### src/rtl/ple_pkg.sv
// Package for the positional list engine.
// Holds the item structs, status and request codes, controller states and the
// command and status groups between controller and datapath. No dependencies.
package ple_pkg;

	localparam int DEPTH_DEFAULT = 16;

	localparam int POS_W       = 5;
	localparam int DATA_W      = 8;
	localparam int STAT_W      = 2;
	localparam int CNT_OUT_W   = 5;

	// request codes
	localparam logic REQ_INSERT = 1'b0;
	localparam logic REQ_REMOVE = 1'b1;

	// result status codes
	localparam logic [STAT_W-1:0] STAT_OK      = 2'd0;
	localparam logic [STAT_W-1:0] STAT_BAD_POS = 2'd1;
	localparam logic [STAT_W-1:0] STAT_EMPTY   = 2'd2;
	localparam logic [STAT_W-1:0] STAT_FULL    = 2'd3;

	typedef struct packed {
		logic              req_type;
		logic [POS_W-1:0]  position;
		logic [DATA_W-1:0] data_in;
	} req_t;

	typedef struct packed {
		logic [STAT_W-1:0]    status;
		logic [DATA_W-1:0]    data_out;
		logic [CNT_OUT_W-1:0] entry_count;
	} rsp_t;

	typedef enum logic [2:0] {
		S_IDLE,
		S_EVAL,
		S_ROUTE,
		S_TAKE_RD,
		S_TAKE_CAP,
		S_SHIFT_RD,
		S_SHIFT_WR,
		S_FINISH
	} ctrl_state_t;

	// controller -> datapath
	typedef struct packed {
		logic latch;
		logic eval;
		logic take_rd;
		logic take_cap;
		logic shift_rd;
		logic shift_wr;
		logic finish;
	} dp_cmd_t;

	// datapath -> controller
	typedef struct packed {
		logic failed;
		logic is_remove;
		logic shift_more;
		logic out_busy;
	} dp_stat_t;

endpackage

### src/rtl/ple_ctrl.sv
// Controller state machine of the positional list engine.
// Sequences check, removed-byte read, entry shifting and result load.
// Depends on ple_pkg.
module ple_ctrl import ple_pkg::*; (
	input  logic     clk,
	input  logic     arst_n,
	input  logic     req_valid,
	output logic     req_stall,
	output dp_cmd_t  cmd,
	input  dp_stat_t stat
);

	ctrl_state_t state_q, state_d;

	// state register
	always_ff @(posedge clk or negedge arst_n) begin
		if (!arst_n) begin
			state_q <= S_IDLE;
		end else begin
			state_q <= state_d;
		end
	end

	// next state and commands
	always_comb begin
		state_d   = state_q;
		cmd       = '0;
		req_stall = 1'b1;
		unique case (state_q)
			S_IDLE: begin
				req_stall = 1'b0;
				if (req_valid) begin
					cmd.latch = 1'b1;
					state_d   = S_EVAL;
				end
			end
			S_EVAL: begin
				cmd.eval = 1'b1;
				state_d  = S_ROUTE;
			end
			S_ROUTE: begin
				if (stat.failed) begin
					state_d = S_FINISH;
				end else if (stat.is_remove) begin
					state_d = S_TAKE_RD;
				end else begin
					state_d = S_SHIFT_RD;
				end
			end
			S_TAKE_RD: begin
				cmd.take_rd = 1'b1;
				state_d     = S_TAKE_CAP;
			end
			S_TAKE_CAP: begin
				cmd.take_cap = 1'b1;
				state_d      = S_SHIFT_RD;
			end
			// one entry moves per read/write pair
			S_SHIFT_RD: begin
				if (stat.shift_more) begin
					cmd.shift_rd = 1'b1;
					state_d      = S_SHIFT_WR;
				end else begin
					state_d = S_FINISH;
				end
			end
			S_SHIFT_WR: begin
				cmd.shift_wr = 1'b1;
				state_d      = S_SHIFT_RD;
			end
			// commit and load the result once the output register is free
			S_FINISH: begin
				if (!stat.out_busy) begin
					cmd.finish = 1'b1;
					state_d    = S_IDLE;
				end
			end
			default: begin
				state_d = S_IDLE;
			end
		endcase
	end

endmodule

### src/rtl/ple_dpath.sv
// Datapath of the positional list engine: entry memory, entry count,
// request and shift pointer registers, and the output result register.
// Depends on ple_pkg.
module ple_dpath import ple_pkg::*; #(
	parameter int DEPTH = DEPTH_DEFAULT
) (
	input  logic     clk,
	input  logic     arst_n,
	input  req_t     req,
	output logic     rsp_valid,
	input  logic     rsp_stall,
	output rsp_t     rsp,
	input  dp_cmd_t  cmd,
	output dp_stat_t stat
);

	localparam int AW = (DEPTH > 1) ? $clog2(DEPTH) : 1;
	localparam int CW = $clog2(DEPTH + 1);
	localparam int EW = ((CW > POS_W) ? CW : POS_W) + 1;

	logic [DATA_W-1:0] mem [DEPTH];

	req_t              req_q;
	logic [CW-1:0]     count_q;
	logic [STAT_W-1:0] status_q;
	logic [AW-1:0]     slot_q;
	logic [AW-1:0]     dst_q;
	logic [DATA_W-1:0] taken_q;
	logic [DATA_W-1:0] rdata_q;
	rsp_t              rsp_q;
	logic              rsp_valid_q;

	logic [EW-1:0]     pos_e;
	logic [EW-1:0]     cnt_e;
	logic [EW-1:0]     slot_e;
	logic              bad_pos;
	logic              is_ins;
	logic              ok;
	logic [STAT_W-1:0] status_d;
	logic [AW-1:0]     raddr;
	logic              rd_en;
	logic              we;
	logic [AW-1:0]     waddr;
	logic [DATA_W-1:0] wdata;
	logic [CW-1:0]     count_d;

	// request check
	always_comb begin
		pos_e   = EW'(req_q.position);
		cnt_e   = EW'(count_q);
		bad_pos = (pos_e == '0) || (pos_e > cnt_e + EW'(1));
		is_ins  = (req_q.req_type == REQ_INSERT);
		if (is_ins) begin
			if (bad_pos) begin
				status_d = STAT_BAD_POS;
			end else if (count_q == CW'(DEPTH)) begin
				status_d = STAT_FULL;
			end else begin
				status_d = STAT_OK;
			end
			slot_e = pos_e - EW'(1);
		end else begin
			if (count_q == '0) begin
				status_d = STAT_EMPTY;
			end else if (bad_pos) begin
				status_d = STAT_BAD_POS;
			end else begin
				status_d = STAT_OK;
			end
			// positions 1 and 2 both take the first entry
			slot_e = (pos_e <= EW'(2)) ? '0 : pos_e - EW'(2);
		end
	end

	assign ok = (status_q == STAT_OK);

	// status to controller
	always_comb begin
		stat.failed    = !ok;
		stat.is_remove = !is_ins;
		stat.out_busy  = rsp_valid_q && rsp_stall;
		if (is_ins) begin
			stat.shift_more = (dst_q > slot_q);
		end else begin
			stat.shift_more = ((CW+1)'(dst_q) + (CW+1)'(1)) < (CW+1)'(count_q);
		end
	end

	// memory port selection
	always_comb begin
		rd_en = cmd.take_rd || cmd.shift_rd;
		if (cmd.take_rd) begin
			raddr = slot_q;
		end else if (is_ins) begin
			raddr = dst_q - AW'(1);
		end else begin
			raddr = dst_q + AW'(1);
		end
		we    = cmd.shift_wr || (cmd.finish && ok && is_ins);
		waddr = cmd.shift_wr ? dst_q : slot_q;
		wdata = cmd.shift_wr ? rdata_q : req_q.data_in;
	end

	// count after this item
	always_comb begin
		count_d = count_q;
		if (ok) begin
			count_d = is_ins ? count_q + CW'(1) : count_q - CW'(1);
		end
	end

	// entry memory, registered read
	always_ff @(posedge clk) begin
		if (we) begin
			mem[waddr] <= wdata;
		end
		if (rd_en) begin
			rdata_q <= mem[raddr];
		end
	end

	// request, pointer and result payload registers
	always_ff @(posedge clk) begin
		if (cmd.latch) begin
			req_q <= req;
		end
		if (cmd.eval) begin
			status_q <= status_d;
			slot_q   <= slot_e[AW-1:0];
			dst_q    <= is_ins ? AW'(count_q) : slot_e[AW-1:0];
		end
		if (cmd.take_cap) begin
			taken_q <= rdata_q;
		end
		if (cmd.shift_wr) begin
			dst_q <= is_ins ? dst_q - AW'(1) : dst_q + AW'(1);
		end
		if (cmd.finish) begin
			rsp_q.status      <= status_q;
			rsp_q.data_out    <= (ok && !is_ins) ? taken_q : '0;
			rsp_q.entry_count <= CNT_OUT_W'(count_d);
		end
	end

	// control state: entry count and result valid
	always_ff @(posedge clk or negedge arst_n) begin
		if (!arst_n) begin
			count_q     <= '0;
			rsp_valid_q <= 1'b0;
		end else begin
			if (cmd.finish) begin
				count_q     <= count_d;
				rsp_valid_q <= 1'b1;
			end else if (!rsp_stall) begin
				rsp_valid_q <= 1'b0;
			end
		end
	end

	assign rsp_valid = rsp_valid_q;
	assign rsp       = rsp_q;

endmodule

### src/rtl/positional_list_engine.sv
// Positional list engine: a bounded ordered list of up to DEPTH bytes with
// insert-before-position and remove-before-position requests, one result item
// per request item. An item that fails its check goes straight to the result
// load; otherwise n entries move, where n is at most DEPTH-1, and a remove
// first reads the removed byte. The single-port entry memory moves one entry
// per read and write pair. A new item is taken while the previous result
// still waits in the output register.
// Depends on ple_pkg, ple_ctrl and ple_dpath.
module positional_list_engine import ple_pkg::*; #(
	parameter int DEPTH = DEPTH_DEFAULT
) (
	input  logic clk,
	input  logic arst_n,
	input  logic req_valid,
	output logic req_stall,
	input  req_t req,
	output logic rsp_valid,
	input  logic rsp_stall,
	output rsp_t rsp
);

	dp_cmd_t  cmd;
	dp_stat_t stat;

	ple_ctrl u_ctrl (
		.clk       (clk),
		.arst_n    (arst_n),
		.req_valid (req_valid),
		.req_stall (req_stall),
		.cmd       (cmd),
		.stat      (stat)
	);

	ple_dpath #(
		.DEPTH (DEPTH)
	) u_dpath (
		.clk       (clk),
		.arst_n    (arst_n),
		.req       (req),
		.rsp_valid (rsp_valid),
		.rsp_stall (rsp_stall),
		.rsp       (rsp),
		.cmd       (cmd),
		.stat      (stat)
	);

endmodule

### config.mk
export PLATFORM = sky130hd
export DESIGN_NAME = positional_list_engine
export DESIGN_NICKNAME = d
export VERILOG_FILES = /design/src/rtl/ple_pkg.sv /design/src/rtl/ple_ctrl.sv /design/src/rtl/ple_dpath.sv /design/src/rtl/positional_list_engine.sv
export SDC_FILE = /design/constraint.sdc
export NUM_CORES = 1
export LEC_CHECK = 0
export BUFFER_PORTS_ARGS = -buffer_cell sky130_fd_sc_hd__buf_2
export CORE_UTILIZATION = 55
export CTS_CLUSTER_SIZE = 40
export DETAILED_ROUTE_END_ITERATION = 8
export GPL_TIMING_DRIVEN = 0
export PLACE_DENSITY = 0.82
export SETUP_SLACK_MARGIN = 0.4
export SLEW_MARGIN = 40
export SYNTH_ARGS = -nofsm -noshare
export SYNTH_HDL_FRONTEND = slang
export SYNTH_SLANG_ARGS = --single-unit
### constraint.sdc
create_clock -name clk -period 2.53 [get_ports clk]
set_input_delay 0.1265 -clock clk [delete_from_list [all_inputs] [get_ports clk]]
set_output_delay 0.1265 -clock clk [all_outputs]
set_load 0.005 [all_outputs]
-- After elaboration in Yosys (flattened, before gate mapping)
Memories as Yosys holds them, arrays and structs flattened. A register that Yosys moved wholly into a read port is not among the register bits.
Index checks and enable logic that the tools add are counted.
- output and inout bits: 17
- input bits: 18
- bits in writable memories: 128
- memories kept: 1
- flip-flop bits (word level): 56
- add/sub/neg operators: 8
- bitwise gates (word level): 1
- order comparisons: 4
- mux-type cells: 38
- reductions and logical operators: 14
- equality and inequality tests: 11
- memories (memory ; depth ; width ; read ports ; clocked after memory_dff ; wr ports ; RTL line ; RTL):
    u_dpath.mem ; 16 ; 8 ; 1 ; 1 ; 1 ; ple_dpath.sv:21 ; logic [DATA_W-1:0] mem [DEPTH];
- operators with widths (kind ; number):
    4-bit 2-to-1 mux ; 8
    3-bit case mux with 7 select lines ; 1
    1-bit 2-to-1 mux ; 18
    3-bit == test, second input constant ; 4
    3-bit 2-to-1 mux ; 4
    5-bit zero test ; 2
    5-bit 2-to-1 mux ; 2
    2-bit 2-to-1 mux ; 4
    8-bit 2-to-1 mux ; 1
    4-bit by 1-bit subtractor with 4-bit output, second input constant ; 2
    5-bit by 1-bit adder with 6-bit output, second input constant ; 1
    3-bit by 2-bit == test with 1-bit output, second input constant ; 2
    5-bit by 6-bit > comparator with 1-bit output ; 1
    6-bit by 5-bit < comparator with 1-bit output ; 1
    4-bit by 1-bit adder with 5-bit output, second input constant ; 1
    5-bit by 1-bit adder with 5-bit output, second input constant ; 1
    5-bit == test, second input constant ; 1
    5-bit by 2-bit <= comparator with 1-bit output, second input constant ; 1
    5-bit by 1-bit subtractor with 5-bit output, second input constant ; 1
    4-bit by 1-bit adder with 4-bit output, second input constant ; 1
    4-bit > comparator ; 1
    1-bit logical AND ; 4
    2-bit != test, second input constant ; 2
    4-bit by 2-bit subtractor with 4-bit output, second input constant ; 1
    other kinds (9) ; 11

-- Depth between registers and ports, before layout
- depth in word-level cells: 8
- mapped depth: 10
- gate-level depth less buffers: 10

-- By module
From an unflattened synthesis, not the netlist that was laid out.
- cell total of the unflattened synthesis: 564
- area, all modules: 8740.9 µm²
- by module, submodules not included (module ; times used ; area an instance (µm²) ; cells an instance):
    ple_dpath ; 1 ; 8489.4 ; 536
    ple_ctrl ; 1 ; 251.5 ; 28

-- Worst setup path before layout
Ideal clock, no wire load.
- path type: register -> register
- start: reg u_dpath.req_q, in the netlist u_dpath.stat[2]
- end: reg u_dpath.rdata_q[0] (read register of u_dpath.mem), data pin
- required time: 2.270 ns
- stages on the path, launching flop included: 9
- slack: -0.173 ns
- path buffers: 0
- arrival: 2.443 ns
- setup time: 0.260 ns
- cells stage by stage: edfxtp_1 inv_1 ha_1 a21o_1 a21oi_1 xnor2_1 xnor2_1 mux2i_1 mux2_2
- word-level cells in the longest chain between the ends: 4
- elaborated cells on any way between the ends: 6
- those cells by class: 5 x mux; 1 x reduce/logical
- ends and longest elaborated chain (what ; RTL line ; RTL):
    start: declaration ; ple_dpath.sv:23 ; req_t req_q;
    start signal: assignment ; ple_dpath.sv:125 ; req_q <= req;
    1-bit 2-to-1 mux ; ple_dpath.sv:82 ; if (is_ins) begin
    1-bit 2-to-1 mux ; ple_ctrl.sv:60 ; if (stat.shift_more) begin
    1-bit 2-to-1 mux ; ple_ctrl.sv:29 ; unique case (state_q)
    1-bit logical OR ; ple_dpath.sv:91 ; rd_en = cmd.take_rd || cmd.shift_rd;
    end: declaration ; ple_dpath.sv:29 ; logic [DATA_W-1:0] rdata_q;
Several ways; a longest one is shown, not always the timed one.
A chain may end at the register's enable or synchronous reset.

-- Final worst setup path
- start: reg u_ctrl.state_q[2]
- end: reg u_dpath.rdata_q[3] (read register of u_dpath.mem), data pin
- word-level cells in the longest chain between the ends: 3
- elaborated cells on any way between the ends: 6
- those cells by class: 2 x eq/ne; 3 x mux; 1 x reduce/logical
- ends and longest elaborated chain (what ; RTL line ; RTL):
    start: declaration ; ple_ctrl.sv:13 ; ctrl_state_t state_q, state_d;
    start signal: assignment ; ple_ctrl.sv:20 ; state_q <= state_d;
    3-bit by 2-bit == test with 1-bit output / 3-bit == test (equally long branches) ; ple_ctrl.sv:29 ;
    1-bit 2-to-1 mux ; ple_ctrl.sv:29 ;
    4-bit 2-to-1 mux / 1-bit logical OR (equally long branches) ; ple_dpath.sv:92, ple_dpath.sv:91 ;
Several ways; a longest one is shown, not always the timed one.

==> summary.txt <==
Outcome
  – Status: finished, violations left
  – Violated checks: setup timing

Yosys
  – Mean Syn Cell Area: 15.6 µm²
  – Ys flop type: edfxtp_1
  – Post-synth EDFFs: 183
  – Most frequent cell after synthesis: edfxtp_1
  – Top cell type's share of synthesized area: 65.0%
  – Cell area after synthesis: 8450 µm²
  – Commonest cells in the netlist: edfxtp_1, mux2i_1, mux2_2, nor2_1, ha_1
  – Syn Nets: 588
  – Synth area leader: edfxtp_1
  – Post-synthesis sequential area ratio: 67.7%
  – Number of synthesized register bits: 192
  – Cell variety after synth: 51
  – Cells after synthesis: 542
  – Main area contributors after synthesis: edfxtp_1, mux2_2, mux2i_1, ha_1, dfrtp_1
  – Synth async-reset ratio: 4.69%
  – Synth warn: 0

Die
  – Rows: 44
  – Die H: 126 µm
  – Initial Utilization: 57.3%
  – Die Width: 126 µm
  – Core ar.: 14,800 µm²
  – Die Area: 15,900 µm²
  – I/O Pins: 35

Clocking
  – Clock H-tree levels: 4
  – CTS tree: built
  – Sink Count: 192
  – CTS Buffer Depth: 2
  – Clk_lat worst skew: 460 ps
  – Num CTS Buffers: 17
  – Clock root buffer: clkbuf_16
  – Clk pin slew, worst setup/hold paths: 90 ps

Route
  – DRC: 0
  – Routed via count: 6,284
  – Antenna Nets Post-Route: 0
  – Vias per inst: 7.20
  – WL/cell: 32.1 µm
  – Initial drt markers: 950
  – First-pass iteration count of the detailed router: 5
  – DRT Wirelength: 28,000 µm

STA
  – Final setup violation count: 51
  – Setup TNS: -5240 ps
  – Fin crit period: 2970 ps
  – FMAX: 336 MHz
  – Final Max Tran Viols: 0
  – Period utilization: 117%
  – Max_slew headroom: 36.4%
  – Hold WS: 72.2 ps
  – RSZ-0062 raised after global routing: yes
  – Worst Skew: 16.6 ps
  – Fin. Hold Viols: 0
  – Worst slew pin tran: 946 ps
  – Final WS setup: -442 ps

Placement
  – Dpl cells: 760
  – RD Place Congestion: 0.837
  – Final HPWL DP: 11,200 µm
  – Worst slack at placement: -292 ps
  – Input/output buffers: 34

Power and ir drop
  – P_leak: 4.13 nW
  – Pwr Total: 15.8 mW
  – Worst ir drop on vdd: 874 µV
  – Pwr dens: 1390 nW/µm²

Global routing
  – Antenna violations before repair: 0
  – Largest net degree at the start of global routing: 25
  – Grt total ovfl: 0
  – Vias in the first global route: 5,860
  – Total GRT Usage: 30.6%
  – First-pass GRT wire length: 34,900 µm

Final layout
  – Final nets: 722
  – Multi-input combinational cell area: 3440 µm²
  – Share of cells above drive strength 1: 45.4%
  – Fillers: 635
  – Final std cells w/o fill: 873
  – Layout area overhead: 34.3%
  – # diodes: 0
  – Sequential cell area: 5730 µm²

Critical path
  – Required @ worst endpoint: 2870 ps
  – Arrival time worst endpoint: 3310 ps
  – CP Capture Type: flip-flop
  – Crit path max fanout: 10
  – CP Class: reg -> reg
  – Worst Setup Start Kind: flip-flop

Job
  – Max-cap violations: 0

Min path
  – HP Class: in -> async
worst paths after layout:
kind | end | cells past startpoint | slack [ps] | startpoint
max in group asynchronous | u_ctrl.state_q[2] | 2 | 2240 | arst_n
setup / recovery | u_dpath.rdata_q[3] | 9 | -440 | u_ctrl.state_q[2]
min in group clk | u_dpath.req_q[6] | 2 | 390 | req[6]
hold / removal | u_ctrl.state_q[0] | 2 | 70 | arst_n
hold reg to reg | u_dpath.taken_q[2] | 0 | 480 | u_dpath.rdata_q[2]
setup reg to reg | u_dpath.rdata_q[3] | 9 | -440 | u_ctrl.state_q[2]
cell families (layout without fill, tap and decap cells):
kind of cell | after synthesis | in the layout | synth area share [%]
and+or+nand+nor | 83 | 83 | 4.68
AOI/OAI and AO/OA | 92 | 92 | 7.52
buffers and inverters | 44 | 191 | 2.93
muxes | 87 | 87 | 11.2
xor gates and xnor gates | 16 | 16 | 1.66
DFF | 192 | 192 | 67.7
adders and majority gates | 28 | 28 | 4.32
layer usage:
layer | track usage, % | wire (µm) | vias to the layer above
li1 | - | - | 2392
met5 | 0 | 0 | -
met1 | 38.6 | 9840 | 3047
met3 | 6.58 | 3250 | 204
met4 | 16.2 | 1970 | 0
met2 | 49.9 | 13000 | 641
critical path, cell delays in order, from the launching register on:
cell	delay (ps)
dfrtp_2	470
and3b_1	440
buf_6	210
buf_4	210
mux2i_4	420
buf_4	190
nor2_4	50
buf_6	170
a221oi_4	440
mux2_4	240
sequential cells by signal (all words and copies together) (netlist names):
register	flops
u_dpath.pos_e	5
u_ctrl.state_q	3
u_dpath.taken_q	8
u_dpath.rdata_q	8
u_dpath.slot_q	4
u_dpath.rsp	15
u_dpath.status_q	2
u_dpath.stat	1
u_dpath.req_q	8
u_dpath.rsp_valid	1
u_dpath.mem	128
u_dpath.dst_q	4
u_dpath.count_q	5
metrics by stage:
stage / cell area [µm²] / util, %
4_1_cts: 10900 / 73.9
6_report: 11300 / 76.9
2_1_floorplan: 8630 / -
3_3_place_gp: 9030 / 61.2
5_1_grt: 11300 / 76.9
3_5_place_dp: 9050 / 61.3
cell type report:
class | instances | area share (%)
flip-flops and latches | 192 | 50.5
multi-input cells | 306 | 30.3
repair buffers | 115 | 8.60
clock buffers | 17 | 3.75
plain buffers | 22 | 2.38
well taps | 184 | 2.03
clock inverters | 15 | 1.63
inverters | 22 | 0.860
layout by cell type, fill, tap and decap left out, drive strengths merged, types with 4 or more instances in the layout:
cell | synthesis | final
mux2 | 50 | 50
clkbuf | 12 | 27
ha | 26 | 26
o21ai | 13 | 13
nand3 | 6 | 6
dlygate4sd3 | 0 | 17
nor3 | 4 | 4
xnor2 | 14 | 14
edfxtp | 183 | 183
a221oi | 16 | 16
mux2i | 37 | 37
nand2 | 21 | 21
clkinv | 0 | 6
buf | 10 | 110
and3 | 13 | 13
o22ai | 20 | 20
nor2 | 28 | 28
a31oi | 4 | 4
dfrtp | 9 | 9
a21oi | 13 | 13
clkinvlp | 0 | 4
inv | 22 | 26
report_power, final:
part | switching [mW] | leakage, nW | internal, mW | total (mW)
Clock | 1.38 | 0.290 | 1.42 | 2.80
Sequential | 0.344 | 1.77 | 4.29 | 4.63
Combinational | 4.51 | 2.07 | 3.84 | 8.35
what timing repair did:
item,CTS,global route
resized for setup,136,60
hold buffers,17,0
hold endpoints to repair,25,0
pin swaps,38,31
cloned,1,0
setup buffers,41,22
setup endpoints to repair,293,309
Note: power is estimated with default switching activity, not from simulation.
